[src/design/ptrs_pkg.sv]
package ptrs_pkg;

    localparam int TASK_SLOTS  = 16;
    localparam int COUNT_WIDTH = 16;

    localparam int CNT_W = $clog2(TASK_SLOTS + 1);

    localparam logic [7:0] TICK_DIVIDE_RESET = 8'd4;

    localparam logic [2:0] FUNC_TICK    = 3'd0;
    localparam logic [2:0] FUNC_CREATE  = 3'd1;
    localparam logic [2:0] FUNC_SUSPEND = 3'd2;
    localparam logic [2:0] FUNC_RESUME  = 3'd3;
    localparam logic [2:0] FUNC_DELETE  = 3'd4;

    localparam logic [1:0] STATUS_OK        = 2'd0;
    localparam logic [1:0] STATUS_FULL      = 2'd1;
    localparam logic [1:0] STATUS_BAD_INDEX = 2'd2;

    typedef enum logic [2:0] {
        OP_NONE,
        OP_PASS,
        OP_CREATE,
        OP_SUSPEND,
        OP_RESUME,
        OP_DELETE
    } slot_op_t;

    typedef struct packed {
        logic     exec;
        slot_op_t op;
    } slot_cmd_t;

    typedef struct packed {
        logic [2:0]  func;
        logic [15:0] period;
        logic [15:0] first_delay;
        logic [3:0]  task_index;
    } cmd_item_t;

    typedef struct packed {
        logic [15:0] fire_mask;
        logic [4:0]  task_count;
        logic [1:0]  status;
    } rsp_item_t;

endpackage

[src/design/ptrs_slot_table.sv]
module ptrs_slot_table
    import ptrs_pkg::*;
(
    input  logic                   clk,
    input  logic                   rst_n,
    input  slot_cmd_t              cmd,
    input  logic [COUNT_WIDTH-1:0] period,
    input  logic [COUNT_WIDTH-1:0] first_delay,
    input  logic [3:0]             task_index,
    output logic [TASK_SLOTS-1:0]  fired,
    output logic [CNT_W-1:0]       count,
    output logic [CNT_W-1:0]       count_next,
    output logic [1:0]             status
);

    logic [COUNT_WIDTH-1:0] period_reg    [TASK_SLOTS];
    logic [COUNT_WIDTH-1:0] countdown_reg [TASK_SLOTS];
    logic                   suspended_reg [TASK_SLOTS];
    logic [CNT_W-1:0]       count_reg;

    logic [COUNT_WIDTH-1:0] period_next    [TASK_SLOTS];
    logic [COUNT_WIDTH-1:0] countdown_next [TASK_SLOTS];
    logic                   suspended_next [TASK_SLOTS];

    logic [COUNT_WIDTH-1:0] period_up    [TASK_SLOTS];
    logic [COUNT_WIDTH-1:0] countdown_up [TASK_SLOTS];
    logic                   suspended_up [TASK_SLOTS];

    logic index_valid;
    logic table_full;

    // Each slot sees its upper neighbor for the shift on delete.
    for (genvar g = 0; g < TASK_SLOTS; g++) begin : g_up
        if (g + 1 < TASK_SLOTS) begin : g_mid
            assign period_up[g]    = period_reg[g + 1];
            assign countdown_up[g] = countdown_reg[g + 1];
            assign suspended_up[g] = suspended_reg[g + 1];
        end
        else begin : g_top
            assign period_up[g]    = period_reg[g];
            assign countdown_up[g] = countdown_reg[g];
            assign suspended_up[g] = suspended_reg[g];
        end
    end

    assign index_valid = (int'(task_index) < int'(count_reg));
    assign table_full  = (count_reg == CNT_W'(TASK_SLOTS));
    assign count       = count_reg;

    always_comb
    begin
        fired      = '0;
        count_next = count_reg;
        status     = STATUS_OK;
        for (int i = 0; i < TASK_SLOTS; i++)
        begin
            period_next[i]    = period_reg[i];
            countdown_next[i] = countdown_reg[i];
            suspended_next[i] = suspended_reg[i];
        end
        if (cmd.exec)
        begin
            unique case (cmd.op)
                OP_PASS:
                begin
                    for (int i = 0; i < TASK_SLOTS; i++)
                    begin
                        if (CNT_W'(i) < count_reg)
                        begin
                            if (countdown_reg[i] == '0)
                            begin
                                countdown_next[i] = period_reg[i];
                                fired[i]          = !suspended_reg[i];
                            end
                            else
                            begin
                                countdown_next[i] = countdown_reg[i] - 1'b1;
                            end
                        end
                    end
                end
                OP_CREATE:
                begin
                    if (table_full)
                    begin
                        status = STATUS_FULL;
                    end
                    else
                    begin
                        for (int i = 0; i < TASK_SLOTS; i++)
                        begin
                            if (CNT_W'(i) == count_reg)
                            begin
                                period_next[i]    = period;
                                countdown_next[i] = first_delay;
                                suspended_next[i] = 1'b0;
                            end
                        end
                        count_next = count_reg + 1'b1;
                    end
                end
                OP_SUSPEND, OP_RESUME:
                begin
                    if (index_valid)
                    begin
                        for (int i = 0; i < TASK_SLOTS; i++)
                        begin
                            if (int'(task_index) == i)
                            begin
                                suspended_next[i] = (cmd.op == OP_SUSPEND);
                            end
                        end
                    end
                    else
                    begin
                        status = STATUS_BAD_INDEX;
                    end
                end
                OP_DELETE:
                begin
                    if (index_valid)
                    begin
                        for (int i = 0; i < TASK_SLOTS; i++)
                        begin
                            if (i >= int'(task_index) && CNT_W'(i + 1) < count_reg)
                            begin
                                period_next[i]    = period_up[i];
                                countdown_next[i] = countdown_up[i];
                                suspended_next[i] = suspended_up[i];
                            end
                        end
                        count_next = count_reg - 1'b1;
                    end
                    else
                    begin
                        status = STATUS_BAD_INDEX;
                    end
                end
                default:
                begin
                end
            endcase
        end
    end

    always_ff @(posedge clk)
    begin
        for (int i = 0; i < TASK_SLOTS; i++)
        begin
            period_reg[i]    <= period_next[i];
            countdown_reg[i] <= countdown_next[i];
            suspended_reg[i] <= suspended_next[i];
        end
    end

    always_ff @(posedge clk or negedge rst_n)
    begin
        if (!rst_n)
        begin
            count_reg <= '0;
        end
        else
        begin
            count_reg <= count_next;
        end
    end

endmodule

[src/design/periodic_task_release_scheduler_unit.sv]
// Pipeline: an accepted item is held in cmd_reg, and its result is registered in rsp_reg
// as the item advances, which waits while an untaken response still sits in rsp_reg.
// Throughput: one item per cycle unless the response stalls; slots update in parallel.
// Reset: rst_n clears the task count, the prescaler and both pipeline stages,
// and sets tick_divide to 4. Slot contents are not cleared.
module periodic_task_release_scheduler_unit
    import ptrs_pkg::*;
(
    input  logic      clk,
    input  logic      rst_n,
    input  logic      cmd_valid,
    output logic      cmd_ready,
    input  cmd_item_t cmd,
    output logic      rsp_valid,
    input  logic      rsp_ready,
    output rsp_item_t rsp,
    input  logic      cfg_we,
    input  logic [7:0] cfg_wdata
);

    cmd_item_t cmd_reg;
    logic      cmd_vld_reg;
    rsp_item_t rsp_reg;
    logic      rsp_vld_reg;
    logic [7:0] tick_divide_reg;
    logic [7:0] prescale_reg;
    logic [7:0] prescale_next;
    logic [7:0] prescale_inc;

    logic      advance;
    slot_cmd_t slot_cmd;
    rsp_item_t rsp_next;

    logic [TASK_SLOTS-1:0]    fired;
    logic [TASK_SLOTS+15:0]   fired_ext;
    logic [CNT_W-1:0]         count;
    logic [CNT_W-1:0]         count_next;
    logic [1:0]               status;

    assign advance   = cmd_vld_reg && (!rsp_vld_reg || rsp_ready);
    assign cmd_ready = !cmd_vld_reg || advance;
    assign rsp_valid = rsp_vld_reg;
    assign rsp       = rsp_reg;

    assign prescale_inc = prescale_reg + 8'd1;

    always_comb
    begin
        slot_cmd.exec = advance;
        slot_cmd.op   = OP_NONE;
        prescale_next = prescale_reg;
        unique case (cmd_reg.func)
            FUNC_TICK:
            begin
                if (prescale_inc == tick_divide_reg)
                begin
                    slot_cmd.op   = OP_PASS;
                    prescale_next = 8'd0;
                end
                else
                begin
                    prescale_next = prescale_inc;
                end
            end
            FUNC_CREATE:  slot_cmd.op = OP_CREATE;
            FUNC_SUSPEND: slot_cmd.op = OP_SUSPEND;
            FUNC_RESUME:  slot_cmd.op = OP_RESUME;
            FUNC_DELETE:  slot_cmd.op = OP_DELETE;
            default:      slot_cmd.op = OP_NONE;
        endcase
    end

    ptrs_slot_table u_slot_table (
        .clk         (clk),
        .rst_n       (rst_n),
        .cmd         (slot_cmd),
        .period      (COUNT_WIDTH'(cmd_reg.period)),
        .first_delay (COUNT_WIDTH'(cmd_reg.first_delay)),
        .task_index  (cmd_reg.task_index),
        .fired       (fired),
        .count       (count),
        .count_next  (count_next),
        .status      (status)
    );

    assign fired_ext           = (TASK_SLOTS + 16)'(fired);
    assign rsp_next.fire_mask  = fired_ext[15:0];
    assign rsp_next.task_count = 5'(count_next);
    assign rsp_next.status     = status;

    always_ff @(posedge clk or negedge rst_n)
    begin
        if (!rst_n)
        begin
            cmd_vld_reg     <= 1'b0;
            rsp_vld_reg     <= 1'b0;
            prescale_reg    <= 8'd0;
            tick_divide_reg <= TICK_DIVIDE_RESET;
        end
        else
        begin
            if (cfg_we)
            begin
                tick_divide_reg <= cfg_wdata;
            end
            if (cmd_ready)
            begin
                cmd_vld_reg <= cmd_valid;
            end
            if (advance)
            begin
                rsp_vld_reg  <= 1'b1;
                prescale_reg <= prescale_next;
            end
            else if (rsp_ready)
            begin
                rsp_vld_reg <= 1'b0;
            end
        end
    end

    always_ff @(posedge clk)
    begin
        if (cmd_ready && cmd_valid)
        begin
            cmd_reg <= cmd;
        end
        if (advance)
        begin
            rsp_reg <= rsp_next;
        end
    end

    assert property (@(posedge clk) disable iff (!rst_n)
        count <= CNT_W'(TASK_SLOTS))
        else $error("Task count exceeds the slot table size.");

    assert property (@(posedge clk) disable iff (!rst_n)
        (advance && fired != '0) |-> (slot_cmd.op == OP_PASS))
        else $error("Fire bits raised by an item that is not a scheduler pass.");

    assert property (@(posedge clk) disable iff (!rst_n)
        (advance && status == STATUS_FULL) |-> (count == CNT_W'(TASK_SLOTS)))
        else $error("Table full reported while a slot is free.");

    assert property (@(posedge clk) disable iff (!rst_n)
        (advance && slot_cmd.op == OP_PASS) |=> (prescale_reg == 8'd0))
        else $error("Prescaler not cleared after a scheduler pass.");

endmodule
[config.mk]
export PLATFORM = sky130hd
export DESIGN_NAME = periodic_task_release_scheduler_unit
export DESIGN_NICKNAME = d
export VERILOG_FILES = /design/src/design/ptrs_pkg.sv /design/src/design/ptrs_slot_table.sv /design/src/design/periodic_task_release_scheduler_unit.sv
export SDC_FILE = /design/constraint.sdc
export NUM_CORES = 1
export LEC_CHECK = 0
export ABC_AREA = 1
export BUFFER_PORTS_ARGS = -buffer_cell sky130_fd_sc_hd__buf_2
export CAP_MARGIN = 40
export CORE_MARGIN = 2
export CORE_UTILIZATION = 57
export DETAILED_ROUTE_END_ITERATION = 7
export PLACE_DENSITY = 0.78
export SYNTH_ARGS = -nofsm -noshare
export SYNTH_HDL_FRONTEND = slang
export SYNTH_SLANG_ARGS = --single-unit
[constraint.sdc]
create_clock -name clk -period 3.7 [get_ports clk]
set_clock_uncertainty 0.2 [all_clocks]
set_input_delay 0 -clock clk [delete_from_list [all_inputs] [get_ports clk]]
set_output_delay 0 -clock clk [all_outputs]
set_load 0.02 [all_outputs]
# --- Word-level counts from Yosys, hierarchy flattened ---
# Memory sizes are Yosys's and may differ from the RTL's.
# Cells that the tools add are included.
op_classes:
  add_sub_neg: 19
  magnitude_cmp: 32
  muxes: 166
  bitwise_logic: 0
  mul: 0
  n_reduce_logical: 76
  eq_ne: 41
  div_mod_pow: 0
  shifts: 0
op_table:
  columns: ["op", "count"]
  rows:
  - ["16-bit two-way mux", 98]
  - ["256-bit two-way mux", 6]
  - ["256-bit one-hot mux with 3 select lines", 1]
  - ["256-bit one-hot mux with 2 select lines", 1]
  - ["16-bit zero test", 16]
  - ["16-bit by 1-bit subtractor with 16-bit output (second input constant)", 16]
  - ["1-bit two-way mux", 51]
  - ["16-bit one-hot mux with 3 select lines", 1]
  - ["3-bit AND reduction", 16]
  - ["4-bit by 5-bit == test with 1-bit output (first input constant)", 8]
  - ["4-bit by 5-bit < comparator with 1-bit output (first input constant)", 8]
  - ["4-bit == test (second input constant)", 8]
  - ["4-bit greater-or-equal comparator (first input constant)", 7]
  - ["3-bit by 5-bit == test with 1-bit output (first input constant)", 4]
  - ["3-bit by 5-bit < comparator with 1-bit output (first input constant)", 4]
  - ["1-bit zero test", 18]
  - ["1-bit logical AND", 17]
  - ["4-bit by 3-bit == test with 1-bit output (second input constant)", 4]
  - ["3-bit by 4-bit greater-or-equal comparator with 1-bit output (first input constant)", 4]
  - ["5-bit two-way mux", 3]
  - ["3-bit one-hot mux with 5 select lines", 1]
  - ["3-bit by 2-bit == test with 1-bit output (second input constant)", 4]
  - ["2-bit by 5-bit == test with 1-bit output (first input constant)", 2]
  - ["1-bit by 5-bit < comparator with 1-bit output (first input constant)", 2]
  - ["other kinds (26)", 34]
totals:
  latch_bits: 0
  ramBits: 528
  romBits: 0
  inputBits: 52
  register_bits: 85
  output_inout_bits: 25
  n_memories: 3
  word_cells: 364
memory_table:
  columns: ["name", "words", "word_bits", "read_ports", "rd_ports_with_merged_regs", "write_ports", "line_no", "text"]
  rows:
  - ["u_slot_table.countdown_reg", 16, 16, 16, 0, 16, "ptrs_slot_table.sv:17", "logic [COUNT_WIDTH-1:0] countdown_reg [TASK_SLOTS];"]
  - ["u_slot_table.period_reg", 16, 16, 16, 0, 16, "ptrs_slot_table.sv:16", "logic [COUNT_WIDTH-1:0] period_reg [TASK_SLOTS];"]
  - ["u_slot_table.suspended_reg", 16, 1, 16, 0, 16, "ptrs_slot_table.sv:18", "logic suspended_reg [TASK_SLOTS];"]

# --- Longest topological paths before layout ---
# Gate-level depths: netlist of run 1.
depth:
  depth_word: 9
  depth_mapped: 15
  mapped_depth_nobuf: 14

# --- By module ---
# Synthesis of run 1 repeated with hierarchy kept, for this count alone.
hier_totals:
  cells_unflattened: 4386
  hier_area_um2: 35432.7
modules_own_cells:
  columns: ["module", "cells_each", "area_each_um2", "n_inst", "seq_area_each_um2"]
  rows:
  - ["ptrs_slot_table", 4149, 32394.8, 1, 15980.3]
  - ["periodic_task_release_scheduler_unit", 237, 3037.9, 1, 2313.5]

# --- Least setup slack after synthesis of run 1 ---
# No wires, ideal clock.
synth_timing:
  path_kind: "flip-flop to flip-flop"
  start: "register, netlist name u_slot_table.count[2]"
  end: "memory u_slot_table.period_reg[8][0] (netlist: u_slot_table.period_reg[1][0]) (enable)"
  setup_ps: 409
  arrival_time_ps: 2940
  required_ps: 3091
  stages_incl_launch_ff: 15
  slack_ps: 151
  path_buffers: 1
  period_less_slack_ps: 3549
  cell_sequence: "dfrtp_1 buf_2 inv_1 ha_1 nand2_1 inv_1 o21ai_1 nand3_2 nand2_1 nand2_1 nor2_1 inv_1 nor2_1 inv_1 nor3_1"
synth_lines:
  columns: ["element", "line_no"]
  rows:
  - ["end, declared", "ptrs_slot_table.sv:16"]

==> flow_summary_export.csv, run 1 <==
group,metric,value,unit
min_path,hold_depth,3,
critical_path,cpPeakStageDelay,550,ps
critical_path,end_kind,"register",
clock_tree,cts_tree,"yes",
routing,drt-total-wl,102.1,mm
timing,slew_viol_final,0,
logic_synthesis,yosysWarnings,0,
power_and_ir_drop,peakVddDrop,404.2,uV
critical_path,crit_path_top_delay_cell,"nor2_4",
logic_synthesis,syn-mean-instance-area,9.120,sq um
clock_tree,post_cts_buffers,0,
power_and_ir_drop,p_switching,5204,uW
timing,final.min_clock_period,3212,ps
die,die_w,244.8,um
clock_tree,clock_path_buffers,3,
timing,max_freq,311.3,MHz
place,io_buffer_count,76,
logic_synthesis,ys_ff_latch,613,
place,dp_cells,4407,
timing,hold_violations,0,
place,place_congestion,0.9407,
critical_path,crit_end,"u_slot_table.countdown_reg[11][0]$_DFFE_PP_",
min_path,hp-start,"cfg_we",
clock_tree,cts.sinks,613,
critical_path,cp_max_fo,17,
routing,vias_per_cell,6.164,
critical_path,critPathTopFamily,"simple AND/OR/NAND/NOR gates",
min_path,hp-class,"input pin to register",
critical_path,critPathLaunch,"prescale_reg[0]$_DFFE_PN0P_",
place,dp_hpwl,67.54,mm
cells_and_area,nets,3908,
critical_path,reg2regPathDepth,11,
routing,drc_errors,0,
critical_path,r2r-start,"prescale_reg[0]$_DFFE_PN0P_",
critical_path,startpoint_type,"register",
critical_path,rrSetupSlack,490,ps
clock_tree,path_clk_slew,60,ps
global_route,grt_pass1_wl,157.4,mm
logic_synthesis,syn_nets,3702,
timing,setup_tns,0,ps
timing,fin_crit_sh,86.81,%
cells_and_area,drive_above_1_share,8.653,%
clock_tree,cts-root-buf,"clkbuf_16",
logic_synthesis,netlist_top_cells_area,"edfxtp_1 (54%), nand2_1 (10%), o211ai_1 (5.8%), inv_1 (4.5%), o21ai_0 (4.0%)",
power_and_ir_drop,swShare,28.47,%
power_and_ir_drop,leakagePower,0.01498,uW
critical_path,path_depth,11,
clock_tree,cts_htree_levels,3,
global_route,grt_pass1_vias,28160,
cells_and_area,mostFrequentLayoutCell,"nand2_1",
global_route,grt_max_degree,112,
die,start_util,57.51,%
clock_tree,clk_latency,630,ps
logic_synthesis,seq_area_frac_synth,55.35,%
die,core,0.05748,sq mm
cells_and_area,post-route-util,66.20,%
place,place_area,0.03466,sq mm
critical_path,cp_cell_sequence,"ha_1 > xnor2_1 > nand2_1 > nor2_1 > nand2_1 > nor2_1 > nand3_2 > nor2_4 > nand2_2 > a21oi_2 > buf_4",
routing,wl_per_cell,21.95,um
timing,setup_viol,0,
routing,drt-initial-drc-count,3455,
critical_path,cp_num_buf_inv,1,
critical_path,r2r-end,"u_slot_table.countdown_reg[11][0]$_DFFE_PP_",
power_and_ir_drop,comb_power_share,15.7,%
cells_and_area,final_cell_mix,"nand2_1 (884), edfxtp_1 (590), inv_1 (397)",
logic_synthesis,netlist.area_leader.share,53.60,%
cells_and_area,syn2layout_area_growth,15.11,%
global_route,grt_util_all_layers,34.04,%
routing,first_pass_iters,8,
power_and_ir_drop,internal-power,13070,uW
critical_path,path_class,"register to register",
die,die_h,244.8,um
cells_and_area,stdcell_area,0.03805,sq mm
logic_synthesis,synth_cell_types,48,
routing,ant_nets,0,
power_and_ir_drop,p_seq_share,47.0,%
critical_path,arrival,3310,ps
run,max_cap_viol_count,0,
power_and_ir_drop,p_clk_share,37.2,%
cells_and_area,finalNonFillerCells,4650,
run_status,outcome,"finished, final reports clean",
power_and_ir_drop,finalPower,18280,uW
die,num_rows,88,
global_route,antenna_found_initial,3,
logic_synthesis,syn_area,0.03305,sq mm
die,dieArea,0.05993,sq mm
timing,relSlewSlack,39.60,%
power_and_ir_drop,p_per_area,480.4,mW/mm^2
critical_path,crit_required,3800,ps
logic_synthesis,syn_inst,3624,
global_route,overflow,0,
logic_synthesis,yosys.area.top_type,"edfxtp_1",
timing,worst_pin_slew,903.8,ps
timing,rsz0062_at_grt,"false",
routing,vias,28660,
die,io_pins,77,
clock_tree,cts_made_buffers,68,
-- power groups by stage --
stage | Sequential, uW | Clock, uW | Combinational [uW]
2_1_floorplan | 8620 | 0 | 1760
3_3_place_gp | 8710 | 0 | 2630
3_5_place_dp | 8710 | 0 | 2690
4_1_cts | 8570 | 6830 | 2800
5_1_grt | 8620 | 7090 | 3150
6_report | 8590 | 6810 | 2880
-- cell usage after synthesis (all sizes together) --
library cell	number
mux2	2
o221ai	42
edfxtp	590
nor3	62
a31oi	8
o2111ai	2
dfstp	1
o21bai	13
clkinv	2
nor4	9
xnor2	20
o21a	2
inv	406
ha	26
o311ai	1
buf	53
a31o	1
o21ai	269
xor2	113
o22ai	5
a211oi	1
or2	3
clkbuf	101
nand2	894
dfrtp	22
nand3	216
a21boi	2
a21oi	109
nand4	31
o211ai	256
nor2	346
o31ai	6
a22oi	1
nor3b	2
nand3b	7
-- timing repair --
item | 4_1_cts | 5_1_grt
hold endpoints to repair | 114 | 0
gates resized for setup | 0 | 0
hold buffers | 117 | 0
-- logic make-up after synthesis --
logic type | share of synthesized area, %
AND/OR/NAND/NOR | 19.85
AO/OA/AOI/OAI | 13.61
flip-flops | 55.35
buffers and inverters | 6.621
XOR/XNOR | 3.524
adder cells (fa/ha/maj) | 0.9842
multiplexers | 0.06814
-- per-layer routing --
metal / share of wire (%) / track usage [%] / vias to the layer above / wire, um
met5: 0.013 / 0 / - / 13
met1: 37 / 42.17 / 13490 / 37390
li1: - / - / 12950 / -
met3: 9.8 / 6.604 / 443 / 9970
met2: 48 / 56.26 / 1781 / 48580
met4: 6.0 / 18.87 / 2 / 6095
-- layout make-up --
class	count	area (sq um)
Antenna cell	2	5.005
Clock buffer	84	1824
Inverter	408	1544
Sequential cell	613	18290
Clock inverter	39	372.9
Tap cell	765	957.2
Fill cell	4563	19430
Multi-Input combinational cell	2449	12590
Timing Repair Buffer	290	2462
-- worst reg2reg max path: stages, from the launching register on --
cell and delay [ps]:
dfrtp_1 440, ha_1 360, xnor2_1 150, nand2_1 70
nor2_1 120, nand2_1 70, nor2_1 110, nand3_2 180
nor2_4 550, nand2_2 200, a21oi_2 160, buf_4 270
-- how the worst min path moves through the flow --
stage / endpoint / slack (ps)
after detailed placement: tick_divide_reg[6]$_DFFE_PN0P_ / -200
final: tick_divide_reg[5]$_DFFE_PN0P_ / 110
after CTS: tick_divide_reg[2]$_DFFE_PN1P_ / 70
after floorplan: cmd_vld_reg$_DFFE_PN0N_ / -500
after global routing: tick_divide_reg[5]$_DFFE_PN0P_ / 160
after global placement: tick_divide_reg[6]$_DFFE_PN0P_ / -190
-- through the flow --
| step | hold slack [ps] | worst slack, ps |
|---|---|---|
| 2_1_floorplan | -495.6 | 150.7 |
| 3_3_place_gp | -190.7 | 621.9 |
| 3_5_place_dp | -195.7 | 605.4 |
| 4_1_cts | 73.98 | 571.9 |
| 5_1_grt | 163.7 | 334.0 |
| 6_report | 111.0 | 487.9 |
Power figures use the tool's default switching activity.
==> run 2, diff against run 1 <==
--- a/config.mk
+++ b/config.mk
@@ -11,7 +11,7 @@
 export CORE_MARGIN = 2
 export CORE_UTILIZATION = 57
 export DETAILED_ROUTE_END_ITERATION = 7
-export PLACE_DENSITY = 0.78
+export PLACE_DENSITY = 0.75
 export SYNTH_ARGS = -nofsm -noshare
 export SYNTH_HDL_FRONTEND = slang
 export SYNTH_SLANG_ARGS = --single-unit
==> flow_summary_export.csv, run 2 (same netlist as run 1, synthesis figures left out) <==
group,metric,value,unit
clock_tree,clock_path_buffers,3,
place,io_buffer_count,76,
routing,ant_nets,0,
run,max_cap_viol_count,0,
die,die_w,244.8,um
die,dieArea,0.05993,sq mm
global_route,grt_pass1_wl,154.9,mm
global_route,antenna_found_initial,5,
cells_and_area,mostFrequentLayoutCell,"nand2_1",
routing,first_pass_iters,6,
timing,hold_violations,0,
clock_tree,cts-root-buf,"clkbuf_16",
clock_tree,cts.sinks,613,
clock_tree,cts_tree,"yes",
die,start_util,57.51,%
cells_and_area,final_cell_mix,"nand2_1 (884), edfxtp_1 (590), inv_1 (397)",
min_path,hp-class,"input pin to register",
timing,max_freq,309.8,MHz
critical_path,end_kind,"register",
routing,drt-total-wl,100.9,mm
cells_and_area,drive_above_1_share,8.632,%
global_route,grt_max_degree,126,
cells_and_area,nets,3908,
global_route,grt_pass1_vias,27730,
place,dp_hpwl,67.24,mm
timing,fin_crit_sh,87.24,%
critical_path,path_class,"register to register",
clock_tree,clk_latency,620,ps
place,place_area,0.03462,sq mm
critical_path,arrival,3320,ps
timing,holdWs,90.61,ps
run_status,outcome,"finished, final reports clean",
critical_path,cp_max_fo,16,
routing,drt-initial-drc-count,2922,
die,num_rows,88,
global_route,overflow,0,
power_and_ir_drop,leakagePower,0.01495,uW
routing,vias,28140,
place,place_congestion,0.9426,
routing,wl_per_cell,21.70,um
place,place_worst_setup_slack,563.0,ps
routing,drc_errors,0,
timing,final.min_clock_period,3228,ps
die,io_pins,77,
timing,worst_pin_slew,867.0,ps
cells_and_area,syn2layout_area_growth,14.70,%
timing,slew_viol_final,0,
routing,vias_per_cell,6.053,
power_and_ir_drop,p_per_area,474.5,mW/mm^2
global_route,grt_util_all_layers,33.55,%
power_and_ir_drop,finalPower,17990,uW
timing,relSlewSlack,42.20,%
timing,setup_viol,0,
timing,rsz0062_at_grt,"false",
clock_tree,post_cts_buffers,0,
timing,setup_ws,472.0,ps
timing,setup_tns,0,ps
die,die_h,244.8,um
critical_path,crit_required,3790,ps
clock_tree,path_clk_slew,60,ps
clock_tree,cts_made_buffers,68,
die,core,0.05748,sq mm
clock_tree,cts_htree_levels,3,
cells_and_area,stdcell_area,0.03791,sq mm
power_and_ir_drop,peakVddDrop,429.6,uV
critical_path,startpoint_type,"register",
cells_and_area,fill_cells,4614,
-- run 2: changes by cell type in the layout (fill, tap and decap cells not counted) --
cell	previous run	this run
clkbuf_1	12	13
buf_8	4	0
buf_16	2	4
buf_12	9	5
clkinvlp_4	6	1
clkinv_2	11	16
buf_4	82	89
bufinv_16	6	3
a21oi_1	106	105
a21oi_2	3	4
dlygate4sd3_1	117	116
-- run 2: final timing paths --
check                                                         startpoint                                   endpoint  slack (ps)  cells after the start
worst max-delay path                     u_slot_table.count[2]$_DFF_PN0_    u_slot_table.period_reg[0][1]$_DFFE_PP_         470                     14
worst min-delay path                                              cfg_we             tick_divide_reg[2]$_DFFE_PN1P_          90                      3
worst max register to register           u_slot_table.count[2]$_DFF_PN0_    u_slot_table.period_reg[0][1]$_DFFE_PP_         470                     14
worst min register to register  u_slot_table.period_reg[1][12]$_DFFE_PP_  u_slot_table.period_reg[0][124]$_DFFE_PP_         330                      2
max in group asynchronous                                          rst_n             tick_divide_reg[7]$_DFFE_PN0P_        2830                      4
min in group asynchronous                                          rst_n             tick_divide_reg[6]$_DFFE_PN0P_         320                      4
-- run 2: critical path: stages (launching register included) --
cell and delay [ps]:
dfrtp_1 530, inv_1 210, ha_1 330, nand2_1 60, inv_1 30, o21ai_1 130, nand3_2 190, nand2_1 150
nand2_1 110, nor2_1 140, inv_1 70, nor2_1 130, inv_1 170, nor2_1 160, buf_4 260
-- run 2: stage by stage --
| step | instances | utilization [%] |
|---|---|---|
| after global routing | 4648 | 65.96 |
| final | 4648 | 65.96 |
| after CTS | 4646 | 65.95 |
| after global placement | 4403 | 60.02 |
| after detailed placement | 4408 | 60.24 |
| after floorplan | 3624 | - |
-- run 2: layout make-up --
cell class              count  area (sq um)  share of cell area, %
inverters                 408          1544                  4.073
multi-input cells        2449         12590                  33.21
repair buffers            290          2420                  6.383
flip-flops and latches    613         18290                  48.26
clock inverters            36         270.3                 0.7129
well taps                 765         957.2                  2.525
diodes                      2         5.005                0.01320
clock buffers              85          1828                  4.822
-- run 2: where the power goes --
part / total [uW] / switching, uW / internal (uW)
registers: 8610 / 380 / 8230
logic: 2830 / 1940 / 887
clock network: 6550 / 2820 / 3720
-- run 2: timing repair --
item,4_1_cts,5_1_grt
gates resized for setup,0,0
hold buffers,117,0
hold endpoints to repair,113,0
-- run 2: metal layers --
metal	global-route usage, %	wire length, um
met1	41.92	37770
met2	55.52	48030
met3	5.117	8643
met4	19.76	6426
met5	0	0
